File: src/sv/cdcw_pkg.sv
// Shared types, constants and helpers of the CAN drive command watchdog.
package cdcw_pkg;

  localparam int unsigned SERVO_CHANNELS_DEF = 8;
  localparam int unsigned MOTOR_CHANNELS_DEF = 4;
  localparam int unsigned QUEUE_DEPTH_DEF    = 2;

  localparam int unsigned ID_W      = 11;
  localparam int unsigned DLC_W     = 4;
  localparam int unsigned PAYLOAD_W = 64;
  localparam int unsigned CHAN_W    = 4;
  localparam int unsigned PULSE_W   = 12;
  localparam int unsigned LEVEL_W   = 16;
  localparam int unsigned LED_W     = 2;
  localparam int unsigned AGE_W     = 16;
  localparam int unsigned CFG_IDX_W = 2;
  localparam int unsigned CFG_W     = 16;

  localparam logic [ID_W-1:0]  ESTOP_ID    = 11'h000;
  localparam logic [ID_W-1:0]  RELEASE_ID  = 11'h001;
  localparam logic [DLC_W-1:0] RELEASE_DLC = 4'd3;
  localparam logic [DLC_W-1:0] MOTOR_DLC   = 4'd8;
  localparam logic [7:0]       REL_CHAR0   = 8'h63;
  localparam logic [7:0]       REL_CHAR1   = 8'h6c;
  localparam logic [7:0]       REL_CHAR2   = 8'h72;

  localparam logic [7:0]         SERVO_CODE_MAX = 8'd200;
  localparam logic [7:0]         SERVO_CODE_OFF = 8'd255;
  localparam logic [PULSE_W-1:0] PULSE_BASE_US  = 12'd500;
  localparam logic [PULSE_W-1:0] PULSE_STEP_US  = 12'd10;
  localparam logic [CHAN_W-1:0]  MOTOR_CHAN_BASE = 4'd8;
  localparam logic [AGE_W-1:0]   AGE_MAX        = 16'hffff;
  localparam logic [16:0]        DUTY_WRAP      = 17'h10000;
  localparam int unsigned        DUTY_SHIFT     = 15;

  localparam logic [ID_W-1:0]  SERVO_ID_RST = 11'd672;
  localparam logic [ID_W-1:0]  MOTOR_ID_RST = 11'd608;
  localparam logic [AGE_W-1:0] TIMEOUT_RST  = 16'd100;
  localparam logic [AGE_W-1:0] PWM_TOP_RST  = 16'd6649;

  typedef enum logic [CFG_IDX_W-1:0] {
    REG_SERVO_ID = 2'd0,
    REG_MOTOR_ID = 2'd1,
    REG_TIMEOUT  = 2'd2,
    REG_PWM_TOP  = 2'd3
  } cfg_reg_e;

  typedef enum logic [LED_W-1:0] {
    LED_IDLE   = 2'd0,
    LED_ACTIVE = 2'd1,
    LED_STOP   = 2'd2
  } led_e;

  typedef enum logic [2:0] {
    OP_NONE,
    OP_TICK,
    OP_STOP,
    OP_RELEASE,
    OP_SERVO,
    OP_MOTOR
  } op_e;

  typedef struct packed {
    op_e                  op;
    logic [PAYLOAD_W-1:0] payload;
  } cdcw_op_t;

  typedef struct packed {
    logic [ID_W-1:0]  servo_id;
    logic [ID_W-1:0]  motor_id;
    logic [AGE_W-1:0] timeout;
    logic [AGE_W-1:0] pwm_top;
  } cdcw_cfg_t;

  // Byte i of the payload, byte 0 being the most significant.
  function automatic logic [7:0] byte_at(logic [PAYLOAD_W-1:0] pl, int unsigned i);
    byte_at = pl[(7 - i) * 8 +: 8];
  endfunction

endpackage

File: src/sv/cdcw_if.sv
// Valid/ready channel interfaces for frame/tick words and channel result words.
interface cdcw_in_if;
  logic        valid;
  logic        ready;
  logic        command;
  logic [10:0] frame_id;
  logic        extended;
  logic        remote;
  logic [3:0]  dlc;
  logic [63:0] payload;

  modport source (output valid, command, frame_id, extended, remote, dlc, payload,
                  input ready);
  modport sink (input valid, command, frame_id, extended, remote, dlc, payload,
                output ready);
endinterface

interface cdcw_out_if;
  logic        valid;
  logic        ready;
  logic [3:0]  channel;
  logic        channel_on;
  logic [11:0] servo_pulse_us;
  logic [15:0] motor_level;
  logic        motor_reverse;
  logic [1:0]  status_led;
  logic        estop_active;
  logic        last_of_run;

  modport source (output valid, channel, channel_on, servo_pulse_us, motor_level,
                  motor_reverse, status_led, estop_active, last_of_run,
                  input ready);
  modport sink (input valid, channel, channel_on, servo_pulse_us, motor_level,
                motor_reverse, status_led, estop_active, last_of_run,
                output ready);
endinterface

File: src/sv/cdcw_queue.sv
// Small first-in first-out queue of decoded operations.
module cdcw_queue #(
  parameter int unsigned WIDTH = 8,
  parameter int unsigned DEPTH = 2
) (
  input  logic             clk_i,
  input  logic             rst_ni,
  input  logic             push_valid_i,
  output logic             push_ready_o,
  input  logic [WIDTH-1:0] push_data_i,
  output logic             pop_valid_o,
  input  logic             pop_ready_i,
  output logic [WIDTH-1:0] pop_data_o
);
  localparam int unsigned PTR_W = (DEPTH > 1) ? $clog2(DEPTH) : 1;
  localparam int unsigned CNT_W = $clog2(DEPTH + 1);

  logic [WIDTH-1:0] mem_q [DEPTH];
  logic [PTR_W-1:0] wr_q, wr_d, rd_q, rd_d;
  logic [CNT_W-1:0] cnt_q, cnt_d;
  logic             push, pop;

  assign push_ready_o = (cnt_q != CNT_W'(DEPTH));
  assign pop_valid_o  = (cnt_q != '0);
  assign pop_data_o   = mem_q[rd_q];
  assign push = push_valid_i && push_ready_o;
  assign pop  = pop_valid_o && pop_ready_i;

  always_comb begin
    wr_d  = wr_q;
    rd_d  = rd_q;
    cnt_d = cnt_q;
    if (push) begin
      wr_d = (wr_q == PTR_W'(DEPTH - 1)) ? '0 : wr_q + 1'b1;
    end
    if (pop) begin
      rd_d = (rd_q == PTR_W'(DEPTH - 1)) ? '0 : rd_q + 1'b1;
    end
    if (push && !pop) begin
      cnt_d = cnt_q + 1'b1;
    end else if (pop && !push) begin
      cnt_d = cnt_q - 1'b1;
    end
  end

  always_ff @(posedge clk_i or negedge rst_ni) begin
    if (!rst_ni) begin
      wr_q  <= '0;
      rd_q  <= '0;
      cnt_q <= '0;
    end else begin
      wr_q  <= wr_d;
      rd_q  <= rd_d;
      cnt_q <= cnt_d;
    end
  end

  always_ff @(posedge clk_i) begin
    if (push) begin
      mem_q[wr_q] <= push_data_i;
    end
  end
endmodule

File: src/sv/cdcw_front.sv
// Input side: accepts frame/tick words and decodes them into operations.
module cdcw_front #(
  parameter int unsigned SERVO_CHANNELS = 8
) (
  cdcw_in_if.sink               in_s,
  input  cdcw_pkg::cdcw_cfg_t   cfg_i,
  output logic                  op_valid_o,
  input  logic                  op_ready_i,
  output cdcw_pkg::cdcw_op_t    op_o
);
  import cdcw_pkg::*;

  logic servo_bytes_ok;
  logic release_ok;
  op_e  op;

  always_comb begin
    servo_bytes_ok = 1'b1;
    for (int unsigned i = 0; i < SERVO_CHANNELS; i++) begin
      if (byte_at(in_s.payload, i) > SERVO_CODE_MAX &&
          byte_at(in_s.payload, i) != SERVO_CODE_OFF) begin
        servo_bytes_ok = 1'b0;
      end
    end
  end

  assign release_ok = (in_s.dlc == RELEASE_DLC) &&
                      (byte_at(in_s.payload, 0) == REL_CHAR0) &&
                      (byte_at(in_s.payload, 1) == REL_CHAR1) &&
                      (byte_at(in_s.payload, 2) == REL_CHAR2);

  // Stop and release identifiers win over configured command identifiers.
  // A servo frame that fails its checks may still qualify as a motor frame.
  always_comb begin
    if (in_s.command) begin
      op = OP_TICK;
    end else if (in_s.extended || in_s.remote) begin
      op = OP_NONE;
    end else if (in_s.frame_id == ESTOP_ID) begin
      op = OP_STOP;
    end else if (in_s.frame_id == RELEASE_ID) begin
      op = release_ok ? OP_RELEASE : OP_NONE;
    end else if (in_s.frame_id == cfg_i.servo_id &&
                 in_s.dlc == DLC_W'(SERVO_CHANNELS) && servo_bytes_ok) begin
      op = OP_SERVO;
    end else if (in_s.frame_id == cfg_i.motor_id && in_s.dlc == MOTOR_DLC) begin
      op = OP_MOTOR;
    end else begin
      op = OP_NONE;
    end
  end

  assign in_s.ready     = op_ready_i;
  assign op_valid_o     = in_s.valid;
  assign op_o.op        = op;
  assign op_o.payload   = in_s.payload;
endmodule

File: src/sv/cdcw_back.sv
// Output side: applies operations to the watchdog state and emits channel results.
module cdcw_back #(
  parameter int unsigned SERVO_CHANNELS = 8,
  parameter int unsigned MOTOR_CHANNELS = 4
) (
  input  logic                clk_i,
  input  logic                rst_ni,
  input  cdcw_pkg::cdcw_cfg_t cfg_i,
  input  logic                op_valid_i,
  output logic                op_ready_o,
  input  cdcw_pkg::cdcw_op_t  op_i,
  cdcw_out_if.source          out_s
);
  import cdcw_pkg::*;

  localparam int unsigned NCH   = SERVO_CHANNELS + MOTOR_CHANNELS;
  localparam int unsigned CNT_W = $clog2(NCH);
  localparam int unsigned SIW   = (SERVO_CHANNELS > 1) ? $clog2(SERVO_CHANNELS) : 1;
  localparam int unsigned MIW   = (MOTOR_CHANNELS > 1) ? $clog2(MOTOR_CHANNELS) : 1;

  typedef enum logic {ST_IDLE, ST_EMIT} state_e;

  state_e            state_q;
  logic [CNT_W-1:0]  ch_q;
  logic              estop_q, servo_seen_q, motor_seen_q;
  logic [AGE_W-1:0]  servo_age_q, motor_age_q;
  logic [7:0]        slots_q  [SERVO_CHANNELS];
  logic [15:0]       duties_q [MOTOR_CHANNELS];

  logic              out_valid_q, out_valid_d;
  logic [CHAN_W-1:0] chan_q;
  logic              on_q, rev_q, estop_out_q, last_q;
  logic [PULSE_W-1:0] pulse_q;
  logic [LEVEL_W-1:0] level_q;
  led_e              led_q;

  logic              take_op, load, is_servo, last_ch;
  logic              sfresh, mfresh, s_on, m_on, m_neg;
  logic [SIW-1:0]    sidx;
  logic [MIW-1:0]    midx;
  logic [7:0]        code;
  logic [15:0]       duty;
  logic [16:0]       mag;
  logic [32:0]       prod;
  led_e              led;

  assign op_ready_o = (state_q == ST_IDLE);
  assign take_op    = op_valid_i && op_ready_o;
  assign load       = (state_q == ST_EMIT) && (!out_valid_q || out_s.ready);

  // The output word stays valid until taken unless a new one replaces it.
  assign out_valid_d = load || (out_valid_q && !out_s.ready);

  assign is_servo = (ch_q < CNT_W'(SERVO_CHANNELS));
  assign last_ch  = (ch_q == CNT_W'(NCH - 1));
  assign sidx     = SIW'(ch_q);
  assign midx     = MIW'(ch_q - CNT_W'(SERVO_CHANNELS));
  assign code     = slots_q[sidx];
  assign duty     = duties_q[midx];

  assign sfresh = servo_seen_q && (servo_age_q < cfg_i.timeout);
  assign mfresh = motor_seen_q && (motor_age_q < cfg_i.timeout);
  assign led    = estop_q ? LED_STOP : ((sfresh || mfresh) ? LED_ACTIVE : LED_IDLE);

  assign s_on  = !estop_q && sfresh && (code != SERVO_CODE_OFF);
  assign m_neg = duty[15];
  assign m_on  = !estop_q && mfresh && (duty != '0);
  assign mag   = m_neg ? (DUTY_WRAP - {1'b0, duty}) : {1'b0, duty};
  assign prod  = 33'(mag) * 33'(cfg_i.pwm_top);

  always_ff @(posedge clk_i or negedge rst_ni) begin
    if (!rst_ni) begin
      state_q      <= ST_IDLE;
      ch_q         <= '0;
      estop_q      <= 1'b0;
      servo_seen_q <= 1'b0;
      motor_seen_q <= 1'b0;
      servo_age_q  <= '0;
      motor_age_q  <= '0;
      out_valid_q  <= 1'b0;
      chan_q       <= '0;
      on_q         <= 1'b0;
      pulse_q      <= '0;
      level_q      <= '0;
      rev_q        <= 1'b0;
      led_q        <= LED_IDLE;
      estop_out_q  <= 1'b0;
      last_q       <= 1'b0;
    end else begin
      out_valid_q <= out_valid_d;
      case (state_q)
        ST_IDLE: begin
          if (take_op) begin
            state_q <= ST_EMIT;
            ch_q    <= '0;
            case (op_i.op)
              OP_TICK: begin
                if (servo_age_q != AGE_MAX) servo_age_q <= servo_age_q + 1'b1;
                if (motor_age_q != AGE_MAX) motor_age_q <= motor_age_q + 1'b1;
              end
              OP_STOP: begin
                estop_q      <= 1'b1;
                servo_seen_q <= 1'b0;
                motor_seen_q <= 1'b0;
              end
              OP_RELEASE: begin
                estop_q      <= 1'b0;
                servo_seen_q <= 1'b0;
                motor_seen_q <= 1'b0;
              end
              OP_SERVO: begin
                if (!estop_q) begin
                  servo_age_q  <= '0;
                  servo_seen_q <= 1'b1;
                end
              end
              OP_MOTOR: begin
                if (!estop_q) begin
                  motor_age_q  <= '0;
                  motor_seen_q <= 1'b1;
                end
              end
              default: begin
              end
            endcase
          end
        end
        ST_EMIT: begin
          if (load) begin
            last_q      <= last_ch;
            led_q       <= led;
            estop_out_q <= estop_q;
            if (is_servo) begin
              chan_q  <= CHAN_W'(ch_q);
              on_q    <= s_on;
              pulse_q <= s_on ? (PULSE_BASE_US + PULSE_STEP_US * PULSE_W'(code)) : '0;
              level_q <= '0;
              rev_q   <= 1'b0;
            end else begin
              chan_q  <= MOTOR_CHAN_BASE + CHAN_W'(ch_q - CNT_W'(SERVO_CHANNELS));
              on_q    <= m_on;
              pulse_q <= '0;
              level_q <= m_on ? prod[DUTY_SHIFT +: LEVEL_W] : '0;
              rev_q   <= m_on && m_neg;
            end
            if (last_ch) begin
              state_q <= ST_IDLE;
            end else begin
              ch_q <= ch_q + 1'b1;
            end
          end
        end
        default: begin
          state_q <= ST_IDLE;
        end
      endcase
    end
  end

  // Command stores hold no reset value; they are read only once written.
  always_ff @(posedge clk_i) begin
    if (take_op && !estop_q && op_i.op == OP_SERVO) begin
      for (int unsigned i = 0; i < SERVO_CHANNELS; i++) begin
        slots_q[i] <= byte_at(op_i.payload, i);
      end
    end
    if (take_op && !estop_q && op_i.op == OP_MOTOR) begin
      for (int unsigned i = 0; i < MOTOR_CHANNELS; i++) begin
        duties_q[i] <= {byte_at(op_i.payload, 2 * i), byte_at(op_i.payload, 2 * i + 1)};
      end
    end
  end

  assign out_s.valid          = out_valid_q;
  assign out_s.channel        = chan_q;
  assign out_s.channel_on     = on_q;
  assign out_s.servo_pulse_us = pulse_q;
  assign out_s.motor_level    = level_q;
  assign out_s.motor_reverse  = rev_q;
  assign out_s.status_led     = led_q;
  assign out_s.estop_active   = estop_out_q;
  assign out_s.last_of_run    = last_q;
endmodule

File: src/sv/can_drive_command_watchdog.sv
// Top level of the CAN drive command watchdog: configuration registers and the two halves.
//
// Usage:
//   in_s carries one word per received standard CAN frame (command = 0) or per
//   one millisecond tick (command = 1). Extended and remote frames are dropped.
//   For every word, out_s delivers one result word per channel: the servo
//   channels first (channel 0 up), then the motor channels (channel 8 up), with
//   last_of_run set on the final word of the run.
//   The front half decodes each word into an operation combinationally and parks
//   it in a two-entry queue, so the sender is not held up while results drain.
//   The back half first applies an operation to the stop latch, the age
//   counters and the command stores, then emits its channel results one after
//   another, and takes no new operation until the run is out. The motor level
//   multiply sits in the per-channel step, right in front of the output register.
//   If the receiver stalls, the output register holds its word and the back
//   half waits; the queue keeps taking words until it is full.
//   Reset clears the stop latch, both seen flags and both ages and loads the
//   register defaults. The registers are written through cfg_we_i/cfg_idx_i/
//   cfg_data_i and should only change while no results are outstanding.
module can_drive_command_watchdog #(
  parameter int unsigned SERVO_CHANNELS = cdcw_pkg::SERVO_CHANNELS_DEF,
  parameter int unsigned MOTOR_CHANNELS = cdcw_pkg::MOTOR_CHANNELS_DEF,
  parameter int unsigned QUEUE_DEPTH    = cdcw_pkg::QUEUE_DEPTH_DEF
) (
  input  logic                             clk_i,
  input  logic                             rst_ni,
  cdcw_in_if.sink                          in_s,
  cdcw_out_if.source                       out_s,
  input  logic                             cfg_we_i,
  input  logic [cdcw_pkg::CFG_IDX_W-1:0]   cfg_idx_i,
  input  logic [cdcw_pkg::CFG_W-1:0]       cfg_data_i
);
  import cdcw_pkg::*;

  cdcw_cfg_t cfg_q;
  cdcw_op_t  front_op, back_op;
  logic      front_valid, front_ready, back_valid, back_ready;

  // Register writes: identifiers keep their low 11 bits.
  always_ff @(posedge clk_i or negedge rst_ni) begin
    if (!rst_ni) begin
      cfg_q.servo_id <= SERVO_ID_RST;
      cfg_q.motor_id <= MOTOR_ID_RST;
      cfg_q.timeout  <= TIMEOUT_RST;
      cfg_q.pwm_top  <= PWM_TOP_RST;
    end else if (cfg_we_i) begin
      case (cfg_reg_e'(cfg_idx_i))
        REG_SERVO_ID: cfg_q.servo_id <= cfg_data_i[ID_W-1:0];
        REG_MOTOR_ID: cfg_q.motor_id <= cfg_data_i[ID_W-1:0];
        REG_TIMEOUT:  cfg_q.timeout  <= cfg_data_i[AGE_W-1:0];
        REG_PWM_TOP:  cfg_q.pwm_top  <= cfg_data_i[AGE_W-1:0];
        default: begin
        end
      endcase
    end
  end

  cdcw_front #(
    .SERVO_CHANNELS (SERVO_CHANNELS)
  ) u_front (
    .in_s       (in_s),
    .cfg_i      (cfg_q),
    .op_valid_o (front_valid),
    .op_ready_i (front_ready),
    .op_o       (front_op)
  );

  cdcw_queue #(
    .WIDTH ($bits(cdcw_op_t)),
    .DEPTH (QUEUE_DEPTH)
  ) u_queue (
    .clk_i        (clk_i),
    .rst_ni       (rst_ni),
    .push_valid_i (front_valid),
    .push_ready_o (front_ready),
    .push_data_i  (front_op),
    .pop_valid_o  (back_valid),
    .pop_ready_i  (back_ready),
    .pop_data_o   (back_op)
  );

  cdcw_back #(
    .SERVO_CHANNELS (SERVO_CHANNELS),
    .MOTOR_CHANNELS (MOTOR_CHANNELS)
  ) u_back (
    .clk_i      (clk_i),
    .rst_ni     (rst_ni),
    .cfg_i      (cfg_q),
    .op_valid_i (back_valid),
    .op_ready_o (back_ready),
    .op_i       (back_op),
    .out_s      (out_s)
  );
endmodule

File: src/flat_wrapper.sv
// flat-port wrapper written by rule: the top's interface ports become plain ports
module can_drive_command_watchdog_flat import cdcw_pkg::*;
#(
  parameter int unsigned SERVO_CHANNELS = cdcw_pkg::SERVO_CHANNELS_DEF,
  parameter int unsigned MOTOR_CHANNELS = cdcw_pkg::MOTOR_CHANNELS_DEF,
  parameter int unsigned QUEUE_DEPTH    = cdcw_pkg::QUEUE_DEPTH_DEF
)
  (clk_i, rst_ni, cfg_we_i, cfg_idx_i, cfg_data_i, in_s_valid, in_s_command, in_s_frame_id, in_s_extended, in_s_remote, in_s_dlc, in_s_payload, in_s_ready, out_s_valid, out_s_channel, out_s_channel_on, out_s_servo_pulse_us, out_s_motor_level, out_s_motor_reverse, out_s_status_led, out_s_estop_active, out_s_last_of_run, out_s_ready);
  cdcw_in_if in_s_i ();
  cdcw_out_if out_s_i ();
  input  logic clk_i;
  input  logic rst_ni;
  input  logic cfg_we_i;
  input  logic [cdcw_pkg::CFG_IDX_W-1:0] cfg_idx_i;
  input  logic [cdcw_pkg::CFG_W-1:0] cfg_data_i;
  input wire logic [$bits(in_s_i.valid)-1:0] in_s_valid;
  input wire logic [$bits(in_s_i.command)-1:0] in_s_command;
  input wire logic [$bits(in_s_i.frame_id)-1:0] in_s_frame_id;
  input wire logic [$bits(in_s_i.extended)-1:0] in_s_extended;
  input wire logic [$bits(in_s_i.remote)-1:0] in_s_remote;
  input wire logic [$bits(in_s_i.dlc)-1:0] in_s_dlc;
  input wire logic [$bits(in_s_i.payload)-1:0] in_s_payload;
  output wire logic [$bits(in_s_i.ready)-1:0] in_s_ready;
  output wire logic [$bits(out_s_i.valid)-1:0] out_s_valid;
  output wire logic [$bits(out_s_i.channel)-1:0] out_s_channel;
  output wire logic [$bits(out_s_i.channel_on)-1:0] out_s_channel_on;
  output wire logic [$bits(out_s_i.servo_pulse_us)-1:0] out_s_servo_pulse_us;
  output wire logic [$bits(out_s_i.motor_level)-1:0] out_s_motor_level;
  output wire logic [$bits(out_s_i.motor_reverse)-1:0] out_s_motor_reverse;
  output wire logic [$bits(out_s_i.status_led)-1:0] out_s_status_led;
  output wire logic [$bits(out_s_i.estop_active)-1:0] out_s_estop_active;
  output wire logic [$bits(out_s_i.last_of_run)-1:0] out_s_last_of_run;
  input wire logic [$bits(out_s_i.ready)-1:0] out_s_ready;
  assign in_s_i.valid = in_s_valid;
  assign in_s_i.command = in_s_command;
  assign in_s_i.frame_id = in_s_frame_id;
  assign in_s_i.extended = in_s_extended;
  assign in_s_i.remote = in_s_remote;
  assign in_s_i.dlc = in_s_dlc;
  assign in_s_i.payload = in_s_payload;
  assign in_s_ready = in_s_i.ready;
  assign out_s_valid = out_s_i.valid;
  assign out_s_channel = out_s_i.channel;
  assign out_s_channel_on = out_s_i.channel_on;
  assign out_s_servo_pulse_us = out_s_i.servo_pulse_us;
  assign out_s_motor_level = out_s_i.motor_level;
  assign out_s_motor_reverse = out_s_i.motor_reverse;
  assign out_s_status_led = out_s_i.status_led;
  assign out_s_estop_active = out_s_i.estop_active;
  assign out_s_last_of_run = out_s_i.last_of_run;
  assign out_s_i.ready = out_s_ready;
  can_drive_command_watchdog #(.SERVO_CHANNELS(SERVO_CHANNELS), .MOTOR_CHANNELS(MOTOR_CHANNELS), .QUEUE_DEPTH(QUEUE_DEPTH)) u_core (.clk_i(clk_i), .rst_ni(rst_ni), .in_s(in_s_i), .out_s(out_s_i), .cfg_we_i(cfg_we_i), .cfg_idx_i(cfg_idx_i), .cfg_data_i(cfg_data_i));
endmodule
File: config.mk
export PLATFORM = sky130hd
export DESIGN_NAME = can_drive_command_watchdog_flat
export DESIGN_NICKNAME = d
export VERILOG_FILES = /design/src/sv/cdcw_pkg.sv /design/src/sv/cdcw_if.sv /design/src/sv/cdcw_queue.sv /design/src/sv/cdcw_front.sv /design/src/sv/cdcw_back.sv /design/src/sv/can_drive_command_watchdog.sv /design/src/flat_wrapper.sv
export SDC_FILE = /design/constraint.sdc
export NUM_CORES = 1
export LEC_CHECK = 0
export BUFFER_PORTS_ARGS = -buffer_cell sky130_fd_sc_hd__buf_2
export CAP_MARGIN = 20
export CELL_PAD_IN_SITES_DETAIL_PLACEMENT = 1
export CELL_PAD_IN_SITES_GLOBAL_PLACEMENT = 1
export CORE_ASPECT_RATIO = 1.75
export CORE_MARGIN = 1.5
export CORE_UTILIZATION = 51
export CTS_CLUSTER_SIZE = 8
export DETAILED_ROUTE_END_ITERATION = 16
export GPL_ROUTABILITY_DRIVEN = 0
export PLACE_DENSITY = 0.83
export RECOVER_POWER = 50
export SYNTH_ARGS = -nofsm -noshare
export SYNTH_HDL_FRONTEND = slang
export SYNTH_HIERARCHICAL = 1
export SYNTH_SLANG_ARGS = --single-unit
File: constraint.sdc
create_clock -name clk_i -period 10 [get_ports clk_i]
set_clock_uncertainty 0.15 [all_clocks]
set_input_delay 0.5 -clock clk_i [delete_from_list [all_inputs] [get_ports clk_i]]
set_output_delay 0.5 -clock clk_i [all_outputs]
set_load 0.1 [all_outputs]
Yosys cells after proc, flatten, opt, wreduce, memory -nomap -nowiden
Memories as Yosys holds them, arrays and structs flattened.
Cells that the tools add are included.
{ "classes": {"addsub": 11, "mul": 2, "div": 0, "order_cmp": 11, "eq_ne": 36, "shift": 0, "n_mux": 52, "bitwise_logic": 1, "n_reduce_logical": 61} }
{ "ops": {"columns": ["cell", "n"], "rows": [
  ["2-to-1 mux 16 bit", 5],
  ["!= test 8 bit, second input constant", 9],
  ["> comparator 8 bit, second input constant", 8],
  ["case mux 16 bit (2 select lines)", 2],
  ["adder 16 x 1 -> 16 bit, second input constant", 2],
  ["< comparator 16 bit", 2],
  ["!= test 16 bit, second input constant", 2],
  ["multiplier 17 x 16 -> 31 bit", 1],
  ["logical AND 1 bit", 30],
  ["equality test 8 x 7 -> 1 bit, second input constant", 3],
  ["2-to-1 mux 12 bit", 2],
  ["2-to-1 mux 1 bit", 23],
  ["equality test 11 bit", 2],
  ["2-to-1 mux 3 bit", 6],
  ["2-to-1 mux 17 bit", 1],
  ["subtractor 17 x 16 -> 17 bit, first input constant", 1],
  ["2-to-1 mux 4 bit", 4],
  ["nonzero test 16 bit", 1],
  ["!= test 2 bit, second input constant", 7],
  ["nonzero test 2 bit", 7],
  ["adder 9 x 12 -> 12 bit, first input constant", 1],
  ["equality test 11 x 1 -> 1 bit, second input constant", 1],
  ["logical NOT 11 bit", 1],
  ["multiplier 3 x 8 -> 11 bit, first input constant", 1],
  ["27 further kinds", 52]
]} }
{ "word_totals": {"reg_bits": 137, "latch_bits": 0, "mem_bits_rw": 262, "mem_bits_ro": 0, "in_bits": 105, "output_inout_bits": 40, "wordCells": 200, "n_memories": 3} }
{ "mem_list": {"columns": ["name", "depth", "word_bits", "read_ports", "rd_clocked_by_memory_dff", "wr", "line", "source"], "rows": [
  ["u_core.u_queue.mem_q", 2, 67, 1, 0, 1, "cdcw_queue.sv:18", "logic [WIDTH-1:0] mem_q [DEPTH];"],
  ["u_core.u_back.duties_q", 4, 16, 1, 0, 4, "cdcw_back.sv:28", "logic [15:0] duties_q [MOTOR_CHANNELS];"],
  ["u_core.u_back.slots_q", 8, 8, 1, 0, 8, "cdcw_back.sv:27", "logic [7:0] slots_q [SERVO_CHANNELS];"]
]} }

Depth between registers and ports, before layout
Gate-level depths: netlist (run 1).
{ "logic_depth": {"ltp_word": 16, "ltp_mapped": 31, "depth_no_buf": 28} }

Modules after synthesis
The synthesis (run 1) kept the hierarchy.
{ "modules_own_cells": {"columns": ["module", "n_inst", "cells_per_inst", "area_each_um2", "seq_area_each_um2"], "rows": [
  ["cdcw_back", 1, 1635, 17819.6, 5770.5],
  ["cdcw_queue", 1, 227, 5119.9, 4124.0],
  ["can_drive_command_watchdog", 1, 116, 2080.7, 1373.8],
  ["cdcw_front", 1, 178, 1293.7, 0.0]
]} }

Worst setup path after synthesis (run 1)
Ideal clock, no wire load.
{ "synth_timing": {"path_kind": "flip-flop to flip-flop", "start": "register u_core.u_back.ch_q[0]", "end": "register u_core.u_back.level_q[8] (netlist: u_core/u_back/out_s.motor_level[8])", "arrival_ns": 8.012, "t_required_ns": 9.728, "path_slack_ns": 1.716, "path_stages_with_launch": 27, "period_less_slack_ns": 8.284, "path_cell_list": "dfrtp_1 -> buf_6 -> mux4_2 -> or4_4 -> or3_4 -> o41a_1 -> xor2_1 -> buf_2 -> nand2_1 -> fa_1 -> fa_1 -> fa_1 -> fa_1 -> inv_1 -> fa_1 -> inv_1 -> fa_1 -> inv_1 -> ha_1 -> a221oi_1 -> nand3_1 -> a311oi_1 -> o41ai_1 -> a21o_1 -> o31a_1 -> xor2_1 -> a22o_1"} }
{ "synth_via": {"elab_chain_cells": 7, "word_cells_on_any_way": 10, "classes_between": "add/sub (2); mul (1); order compare (1); mux (3); reduce/logical (2); memory (1)"} }
{ "synth_lines": {"columns": ["item", "line", "source"], "rows": [
  ["from (decl)", "cdcw_back.sv:24", "logic [CNT_W-1:0] ch_q;"],
  ["from (signal assigned)", "cdcw_back.sv:149", "ch_q <= ch_q + 1'b1;"],
  ["subtractor 4 bit", null, null],
  ["memory read (4 x 16 bit)", null, null],
  ["subtractor 17 x 16 -> 17 bit", "cdcw_back.sv:68", "assign mag = m_neg ? (DUTY_WRAP - {1'b0, duty}) : {1'b0, duty};"],
  ["2-to-1 mux 17 bit", "cdcw_back.sv:68", null],
  ["multiplier 17 x 16 -> 31 bit", "cdcw_back.sv:69", "assign prod = 33'(mag) * 33'(cfg_i.pwm_top);"],
  ["2-to-1 mux 16 bit", "cdcw_back.sv:143", "level_q <= m_on ? prod[DUTY_SHIFT +: LEVEL_W] : '0;"],
  ["2-to-1 mux 16 bit *", "cdcw_back.sv:133", "if (is_servo) begin"],
  ["to (signal assigned)", "cdcw_back.sv:143", null],
  ["to (decl)", "cdcw_back.sv:34", "logic [LEVEL_W-1:0] level_q;"]
]} }
Mark *: on every way between the ends. The rest lies on a longest branch, timed or not.
A chain may end at the register's enable or synchronous reset.

Worst setup path in the final report (run 1)
{ "layout_timing": {"start": "register u_core.u_back.ch_q[1]", "end": "register u_core.u_back.level_q[15] (netlist: u_core/u_back/out_s.motor_level[15])"} }
The elaborated chain is that of the path after synthesis.

==> results of run 1 <==
[final cells by class]
type | instances | area [sq um] | share of cell area, %
Antenna cell | 3 | 7.51 | 0.0259
Clock inverter | 2 | 50.0 | 0.172
Timing Repair Buffer | 203 | 1100 | 3.80
Sequential cell | 397 | 11300 | 38.8
Multi-Input combinational cell | 1367 | 13200 | 45.5
Clock buffer | 86 | 1520 | 5.25
Inverter | 270 | 1010 | 3.49
Tap cell | 672 | 841 | 2.90
[critical path, stage by stage, from the launching register on]
cell	delay (ps)
dfrtp_1	880
mux4_2	640
or3_1	510
or3_4	400
o21ai_0	310
xnor2_1	190
buf_4	270
nand2_1	110
fa_1	540
fa_1	450
fa_1	520
inv_1	40
ha_1	310
fa_1	540
inv_1	70
fa_1	690
inv_1	80
ha_1	230
a2111oi_0	550
o21ai_0	230
a32o_1	300
o211ai_1	290
a31oi_1	190
o31ai_1	430
a21oi_1	170
o41ai_2	300
[how the worst max path moves through the flow]
stage / startpoint / slack (ps) / depth (start not counted) / to
2_1_floorplan: u_core/u_back/ch_q[0] / 1720 / 26 / u_core/u_back/out_s.motor_level[8]
3_3_place_gp: u_core/u_back/ch_q[0] / 1020 / 27 / u_core/u_back/out_s.motor_level[8]
5_1_grt: u_core/u_back/ch_q[0] / 40 / 26 / u_core/u_back/out_s.motor_level[15]
4_1_cts: u_core/u_back/ch_q[1] / 610 / 26 / u_core/u_back/out_s.motor_level[8]
6_report: u_core/u_back/ch_q[1] / 460 / 25 / u_core/u_back/out_s.motor_level[15]
3_5_place_dp: u_core/u_back/ch_q[0] / 690 / 27 / u_core/u_back/out_s.motor_level[8]
[layer usage]
| metal | track usage, % | share of wire (%) |
|---|---|---|
| met1 | 33.7 | 32 |
| met5 | 0 | 0 |
| met3 | 5.01 | 5.5 |
| met4 | 31.1 | 11 |
| met2 | 60.8 | 52 |
[sequential cells by signal (all words and copies together) (netlist names), 2 cells and up]
name	flops
u_core/u_queue/cnt_q	2
u_core/u_back/ch_q	4
u_core/u_back/duties_q	64
u_core/u_back/servo_age_q	16
u_core/u_queue/mem_q	134
u_core/u_back/out_s.channel	4
u_core/u_back/out_s.servo_pulse_us	11
u_core/u_back/slots_q	64
u_core/u_back/out_s.motor_level	16
u_core/cfg_q	54
u_core/u_back/motor_age_q	16
[Yosys cell counts, types with 6 or more instances]
| master | count |
|---|---|
| xor2_1 | 30 |
| o211ai_1 | 7 |
| buf_6 | 7 |
| nand3_1 | 34 |
| nand4_1 | 34 |
| dfstp_2 | 18 |
| and4_1 | 8 |
| edfxtp_1 | 262 |
| o21a_1 | 6 |
| a22o_1 | 9 |
| clkbuf_1 | 42 |
| buf_2 | 11 |
| ha_1 | 139 |
| nor3_1 | 21 |
| o21ai_0 | 43 |
| nand2_1 | 215 |
| nor4_1 | 7 |
| mux2_2 | 109 |
| and3_1 | 14 |
| or3_1 | 14 |
| a211oi_1 | 6 |
| o31ai_1 | 22 |
| and2_1 | 123 |
| mux2_4 | 20 |
| nand2b_1 | 11 |
| o31a_1 | 6 |
| fa_1 | 207 |
| nor2_1 | 53 |
| a21o_1 | 13 |
| a21oi_1 | 41 |
| mux4_2 | 32 |
| xnor2_1 | 56 |
| inv_1 | 270 |
| dfrtp_1 | 117 |
| o2111ai_1 | 6 |
| buf_4 | 69 |
[kinds of logic (layout without fill, tap and decap cells)]
kind of cell             after synthesis  in the layout
adder cells (fa/ha/maj)              346            346
XOR/XNOR                              87             87
flip-flops                           397            397
AO/OA/AOI/OAI                        186            186
AND/OR/NAND/NOR                      570            570
multiplexers                         163            163
buffers and inverters                405            561
other                                  2             18
[per-stage QoR]
stage               hold slack [ps]  cells  area (sq um)  setup WS [ps]  util [%]
finish                         19.5   3000         29000            455      56.7
global route                   11.6   2999         29000           44.2      56.7
CTS                          0.0836   2996         29200            607      57.0
detailed placement              323   2875         27300            694      53.3
global placement                305   2875         27300           1020      53.3
floorplan                      54.4   2169         26400           1720         -
[placed cells by master, fill, tap and decap left out, drive strengths merged, types with 7 or more instances in the layout]
| cell type | count |
|---|---|
| a21o | 13 |
| a21oi | 41 |
| a22o | 9 |
| and2 | 123 |
| and3 | 14 |
| and4 | 8 |
| buf | 62 |
| clkbuf | 194 |
| conb | 15 |
| dfrtp | 117 |
| dfstp | 18 |
| dlygate4sd3 | 33 |
| edfxtp | 262 |
| fa | 207 |
| ha | 139 |
| inv | 271 |
| mux2 | 129 |
| mux4 | 32 |
| nand2 | 216 |
| nand2b | 11 |
| nand3 | 36 |
| nand4 | 34 |
| nor2 | 54 |
| nor3 | 22 |
| nor4 | 11 |
| o211ai | 7 |
| o21ai | 44 |
| o31ai | 22 |
| or3 | 15 |
| xnor2 | 57 |
| xor2 | 30 |
==> results.md, run 1 <==
* Yosys top cell area share at 29.9%
* Worst EP arrival at 9890 ps
* Worst EP required at 10340 ps
* Clock root cell: clkbuf_16
* Sequential share of the synthesized area at 42.8%
* Fmax at 105 MHz
* Drt wl/cell at 29.1 um
* Final Max Slew Viols at 310
* DR vias/cell at 6.14
* Post-synthesis adder-cell area fraction at 22.4%
* Status: finished with violations
* Initial DRT Pass Iterations at 7
* Initial antenna violation count at 4
* Drt first-iter violations at 1255
* Crit. End Element: flip-flop
* Die Wd at 175 um
* Avg Inst Size Synth at 12.2 sq um
* Worst slew pin tran at 4540 ps
* Clock transition at the registers of the reported paths at 60 ps
* Setup TNS at 0 ps
* Setup slack, reg-to-reg at 460 ps
* Number of global-route vias before repair at 21200
* Distinct cell type count after synthesis at 80
* Compound-gate portion of the synthesized area at 4.75%
* Core area at 0.0512 sq mm
* Final antenna-violating net count at 0
* Crit Path Max Fanout at 17
* Crit Reg-Reg Endpoint: u_core/u_back/out_s.motor_level[15]
* Clk buf depth at 3
* Area grow syn2layout at 10.3%
* Post-CTS setup buffer count at 0
* Fillers at 5279
* Synthesized instance count at 2156
* DPL Wire Length at 58700 um
* CTS buffer count at 55
* Hold-fix buffers, CTS at 33
* Final #Nets at 2745
* Failing checks: capacitance limit, slew limit
* Simple-gate share of the synthesized area at 11.4%
* RSZ-0062 raised after global routing: false
* Share of cells above drive strength 1 at 12.0%
* Ports at 145
* Global-route wire length before repair at 131000 um
* Setup-failing EPs final at 0
* Final worst-path cycle share at 95.4%
* WHS Endpoint: u_core/cfg_q[29]
* Die area at 0.0530 sq mm
* Die height at 303 um
* Hold Crit Depth at 2
* Top area cells in the synthesized netlist: edfxtp_1 (30%), fa_1 (16%), dfrtp_1 (11%)
* R2R Path Start: u_core/u_back/ch_q[1]
* Synth Flop Type: edfxtp_1
* Mapped cell area at 0.0263 sq mm
* Total of cells resized after clock tree synthesis at 0
* H-tree levels at 2
* Tmin final at 9540 ps
* WL final at 87400 um
* Worst slew margin at -202%
* Largest net degree at the start of global routing at 83
* Hold path start: cfg_data_i[13]
* Critical path class: reg2reg
* Site Rows at 110
* Total GRT Usage at 33.9%
* Startpoint types: flip-flop
* Total gr overflow at 0
* Max cap viols at 6
* Mux share of post-synthesis cell area at 8.62%
* Number of flops mapped to enable cells by yosys at 262
* Yosys reg bits at 397
* Synth Area in XOR/XNOR at 2.92%
* HP Class: in2reg
* Worst skew pair latency at 620 ps
* Ys async rst share at 34.0%
* CTS tree: yes
* Yosys top cell by area: edfxtp_1
* Largest family of logic cells by synthesized area: adder cells
* Initial Util at 51.4%
* # DRC at 0
* Hold Vio Cnt, Final at 0
* # clock sinks at 397
* Port Buffer Count at 143
* Reg2reg path depth at 25
* Vias at 18400
* Synth Warn # at 6
Power of run 1 is left out: the tool's default activity adds up to more than one toggle a clock period on the data nets, which glitch-free logic cannot reach.
==> run 2, diff against run 1 <==
- PLACE_DENSITY: 0.83 -> default
- PLACE_DENSITY_LB_ADDON: default -> 0.08
==> run 2 against run 1 <==
  * The flow still finishes with violations (capacitance limit, slew limit)
  * Via count down 7.8%
  * Critical path type unchanged
  * Worst setup slack better by 510 ps
  * First-iteration DRC count down 46%
  * Highest routed layer unchanged
==> results.md, run 2 (synthesized netlist as in run 1, its figures left out) <==
* Register Area at 0.0113 sq mm
* Setup TNS at 0 ps
* Fillers at 5306
* Total gr overflow at 0
* Startpoint types: flip-flop
* Vias at 17000
* Post-placement cell count at 2875
* CP most frequent cell: fa_1
* WL final at 74300 um
* Worst Path Buf+Inv at 5
* Area grow syn2layout at 11.4%
* Biggest registers after layout: u_core/u_queue/mem_q (134), u_core/u_back/duties_q (64), u_core/u_back/slots_q (64)
* Initial Util at 51.4%
* CTS buffer count at 56
* Ports at 145
* Cell area after layout at 0.0293 sq mm
* Total GRT Usage at 28.9%
* Tmin final at 9030 ps
* Worst slew pin tran at 5070 ps
* Drt wl/cell at 24.5 um
* Core area at 0.0512 sq mm
* Initial DRT Pass Iterations at 5
* Die area at 0.0530 sq mm
* DR vias/cell at 5.59
* RSZ-0062 raised after global routing: false
* Largest register FFs at 134
* Final worst-path cycle share at 90.3%
* Site Rows at 110
* Area of the multi-input gates at 0.0132 sq mm
* Die Wd at 175 um
* Drt first-iter violations at 679
* Final hold slack at 27.7 ps
* Crit. End Element: flip-flop
* Worst EP required at 10300 ps
* Final #Nets at 2763
* Clock transition at the registers of the reported paths at 60 ps
* Final Max Slew Viols at 303
* # DRC at 0
* Setup-failing EPs final at 0
* Hold Vio Cnt, Final at 0
* Final antenna-violating net count at 0
* Worst slew margin at -238%
* Failing checks: capacitance limit, slew limit
* Kind of cell adding the most delay to the critical path: adder cells
* Clock root cell: clkbuf_16
* Most common cell after layout, fill and taps aside: inv_1
* Slowest stage cell, crit path: xnor2_1
* Max incr delay on CP at 710 ps
* Fmax at 111 MHz
* Global-route wire length before repair at 114000 um
* Crit Path Max Fanout at 26
* CTS tree: yes
* Number of global-route vias before repair at 19500
* HP Class: in2reg
* Clk buf depth at 3
* Largest net degree at the start of global routing at 86
* Die height at 303 um
* Most flops, register: u_core/u_queue/mem_q
* # clock sinks at 397
* Share of cells above drive strength 1 at 12.1%
* Worst EP arrival at 9330 ps
* Port Buffer Count at 143
* Critical path class: reg2reg
* Worst skew pair latency at 600 ps
* Placed Area at 0.0273 sq mm
* Initial antenna violation count at 3
* Fin cells at 3034
* Most frequent cells in the layout: inv_1 (269), edfxtp_1 (262), nand2_1 (214)
* DPL Wire Length at 58000 um
* Status: finished with violations
* H-tree levels at 2
* Max cap viols at 5
## run 2: changes by cell type in the layout (fill, tap and decap cells not counted), sizes merged
cell / previous run / this run
dlygate4sd3: 33 / 51
clkinv: 1 / 3
buf: 62 / 65
clkbuf: 194 / 204
inv: 271 / 270
bufinv: 0 / 1
clkinvlp: 0 / 1
## run 2: final timing paths
kind                                                 from                                  end  slack [ps]  depth (start not counted)
max                                 u_core/u_back/ch_q[1]  u_core/u_back/out_s.motor_level[15]         970                         25
max in group asynchronous                          rst_ni                u_core/u_back/ch_q[0]        2790                          3
min reg2reg                u_core/u_back/out_s.channel[0]       u_core/u_back/out_s.channel[0]         330                          2
max reg2reg                         u_core/u_back/ch_q[1]  u_core/u_back/out_s.motor_level[15]         970                         25
min                                        cfg_data_i[14]                     u_core/cfg_q[14]          30                          2
min in group asynchronous                          rst_ni         u_core/u_back/servo_age_q[2]        2170                          2
## run 2: cell type report
| type | count | share of cell area, % |
|---|---|---|
| tap | 672 | 2.87 |
| clock buffer | 100 | 5.34 |
| timing repair buffer | 220 | 4.40 |
| sequential | 397 | 38.5 |
| inverter | 270 | 3.46 |
| antenna | 3 | 0.0256 |
| multi-input combinational | 1367 | 45.1 |
| clock inverter | 5 | 0.388 |
## run 2: layer usage
layer	global-route usage [%]	vias up	routed length [um]
li1	-	7584	-
met1	28.1	8771	24500
met2	58.2	416	42300
met3	2.65	200	2170
met4	17.0	0	5270
met5	0	-	0
## run 2: repair_timing
item / 4_1_cts / 5_1_grt
endpoints found under the setup margin: 0 / 0
buffers inserted: 0 / 0
endpoints found under the hold margin: 170 / 4
hold buffers: 49 / 2
resized for setup: 0 / 0
## run 2: worst register-to-register path, delay by kind of cell, from the launching register on
kind	cells	cell delay, ps
AND/OR/NAND/NOR	2	580
flip-flops	1	600
multiplexers	1	410
AO/OA/AOI/OAI	9	2080
buffers and inverters	5	880
adder cells (fa/ha/maj)	7	3480
XOR/XNOR	1	710
## run 2: metrics by stage
stage          worst slack [ps]  util, %
2_1_floorplan              1720        -
3_3_place_gp               1120     53.3
3_5_place_dp               1020     53.4
4_1_cts                    1000     57.6
5_1_grt                     483     57.2
6_report                    970     57.2
Power of run 2 is left out for the same reason.
==> run 3, diff against run 2 <==
- REMOVE_ABC_BUFFERS: default -> 1
==> run 3 against run 2 <==
  * The run still ends with capacitance limit, slew limit left
  * First-iteration DRC count up 14%
  * Die area unchanged
  * Register-to-register slack lost 240 ps
  * Count of clock-buffer cells in the layout shrank 2
  * Cell count shrank 0.20%
  * Global-route usage up 0.29 points
  * Worst setup slack got worse by 240 ps
  * Critical endpoint unchanged
  * Largest cell class unchanged
==> results.md, run 3 (synthesized netlist as in run 1, its figures left out) <==
* Clk buf depth at 3
* Startpoint types: flip-flop
* Crit path from: u_core/u_back/ch_q[0]
* Worst EP required at 10260 ps
* Max incr delay on CP at 650 ps
* Total GRT Usage at 29.2%
* Pre-CTS setup slack at 744 ps
* Status: finished with violations
* Worst Setup Slack, final at 730 ps
* HP Class: in2reg
* Worst EP arrival at 9530 ps
* Number of global-route vias before repair at 19400
* Slowest stage cell, crit path: dfrtp_2
* Crit. End Element: flip-flop
* Port Buffer Count at 143
* Worst slew pin tran at 4270 ps
* Setup slack, reg-to-reg at 730 ps
* End point of the critical path: u_core/u_back/out_s.motor_level[15]
* Worst skew pair latency at 610 ps
* Hold Vio Cnt, Final at 0
* Worst Path Buf+Inv at 4
* Final antenna-violating net count at 0
* Tmin final at 9270 ps
* Total gr overflow at 0
* Critical path class: reg2reg
* Drt first-iter violations at 772
* Kind of cell adding the most delay to the critical path: adder cells
* Drt wl/cell at 24.9 um
* Final worst-path cycle share at 92.7%
* Initial antenna violation count at 3
* Levels on crit path at 25
* Die height at 303 um
* CTS buffer count at 55
* Final #Nets at 2761
* Crit Reg-Reg Endpoint: u_core/u_back/out_s.motor_level[15]
* Max cap viols at 4
* Biggest registers after layout: u_core/u_queue/mem_q (134), u_core/u_back/duties_q (64), u_core/u_back/slots_q (64)
* Largest net degree at the start of global routing at 79
* Most common cell after layout, fill and taps aside: inv_1
* Site Rows at 110
* Hold Crit Depth at 2
* Final Max Slew Viols at 238
* Core area at 0.0512 sq mm
* CTS tree: yes
* Global-route wire length before repair at 115000 um
* CP most frequent cell: fa_1
* Vias at 17100
* DR vias/cell at 5.64
* Largest register FFs at 134
* # DRC at 0
* Crit Path Max Fanout at 15
* Final hold slack at 25.9 ps
* WL final at 75500 um
* Most flops, register: u_core/u_queue/mem_q
* Fillers at 5330
* Die Wd at 175 um
* Initial DRT Pass Iterations at 5
* # clock sinks at 397
* Initial Util at 51.4%
* Die area at 0.0530 sq mm
* RSZ-0062 raised after global routing: false
* Hold-fix buffers, CTS at 39
* Clock root cell: clkbuf_16
* Share of cells above drive strength 1 at 12.7%
* Ports at 145
* R2R Path Start: u_core/u_back/ch_q[0]
* Most frequent cells in the layout: inv_1 (269), edfxtp_1 (262), nand2_1 (215)
* Total of cells resized after clock tree synthesis at 0
* Post-CTS setup buffer count at 0
* H-tree levels at 2
* Worst slew margin at -184%
* Setup TNS at 0 ps
* Failing checks: capacitance limit, slew limit
* Setup-failing EPs final at 0
* Area grow syn2layout at 10.9%
* DPL Wire Length at 58600 um
* Clock transition at the registers of the reported paths at 60 ps
* Reg2reg path depth at 25
* Fmax at 108 MHz
-- run 3: changes by cell type in the layout (fill, tap and decap cells not counted), moves of 2 or more --
| cell | delta |
|---|---|
| buf_4 | +10 |
| clkbuf_1 | +3 |
| xnor2_2 | -2 |
| dlygate4sd3_1 | -11 |
| mux2_2 | +11 |
| mux2_1 | -12 |
| buf_2 | -4 |
| xnor2_1 | +2 |
-- run 3: routing by layer --
layer  track usage [%]  share of wire [%]  up-vias  wire length [um]
li1                  -                  -     7601                 -
met1              30.2                 35     8847             26200
met2              56.8                 56      443             42400
met3              2.72                2.7      199              2050
met4              17.3                6.4        0              4810
met5                 0                  0        -                 0
-- run 3: how the worst min path moves through the flow --
stage / end / from
3_3_place_gp: u_core/u_back/out_s.status_led[0] / u_core/u_back/out_s.status_led[0]
6_report: u_core/cfg_q[30] / cfg_data_i[14]
4_1_cts: u_core/u_queue/mem_q[1][33] / in_s_payload[33]
2_1_floorplan: u_core/cfg_q[10] / rst_ni
5_1_grt: u_core/cfg_q[27] / cfg_data_i[11]
3_5_place_dp: u_core/u_back/out_s.channel[0] / u_core/u_back/out_s.channel[0]
-- run 3: cell type report --
class | count | area (sq um) | share of cell area, %
Multi-Input combinational cell | 1367 | 13200 | 45.2
Sequential cell | 397 | 11300 | 38.6
Clock buffer | 98 | 1550 | 5.30
Timing Repair Buffer | 219 | 1240 | 4.24
Inverter | 270 | 1010 | 3.47
Tap cell | 672 | 841 | 2.88
Clock inverter | 2 | 60.1 | 0.206
Antenna cell | 3 | 7.51 | 0.0257
-- run 3: stage by stage --
step,util (%),cell area (sq um),cells
6_report,57.0,29200,3028
5_1_grt,57.0,29200,3027
4_1_cts,57.3,29400,3022
3_5_place_dp,53.4,27400,2883
3_3_place_gp,53.4,27300,2882
2_1_floorplan,-,25500,2034
Power of run 3 is left out for the same reason.
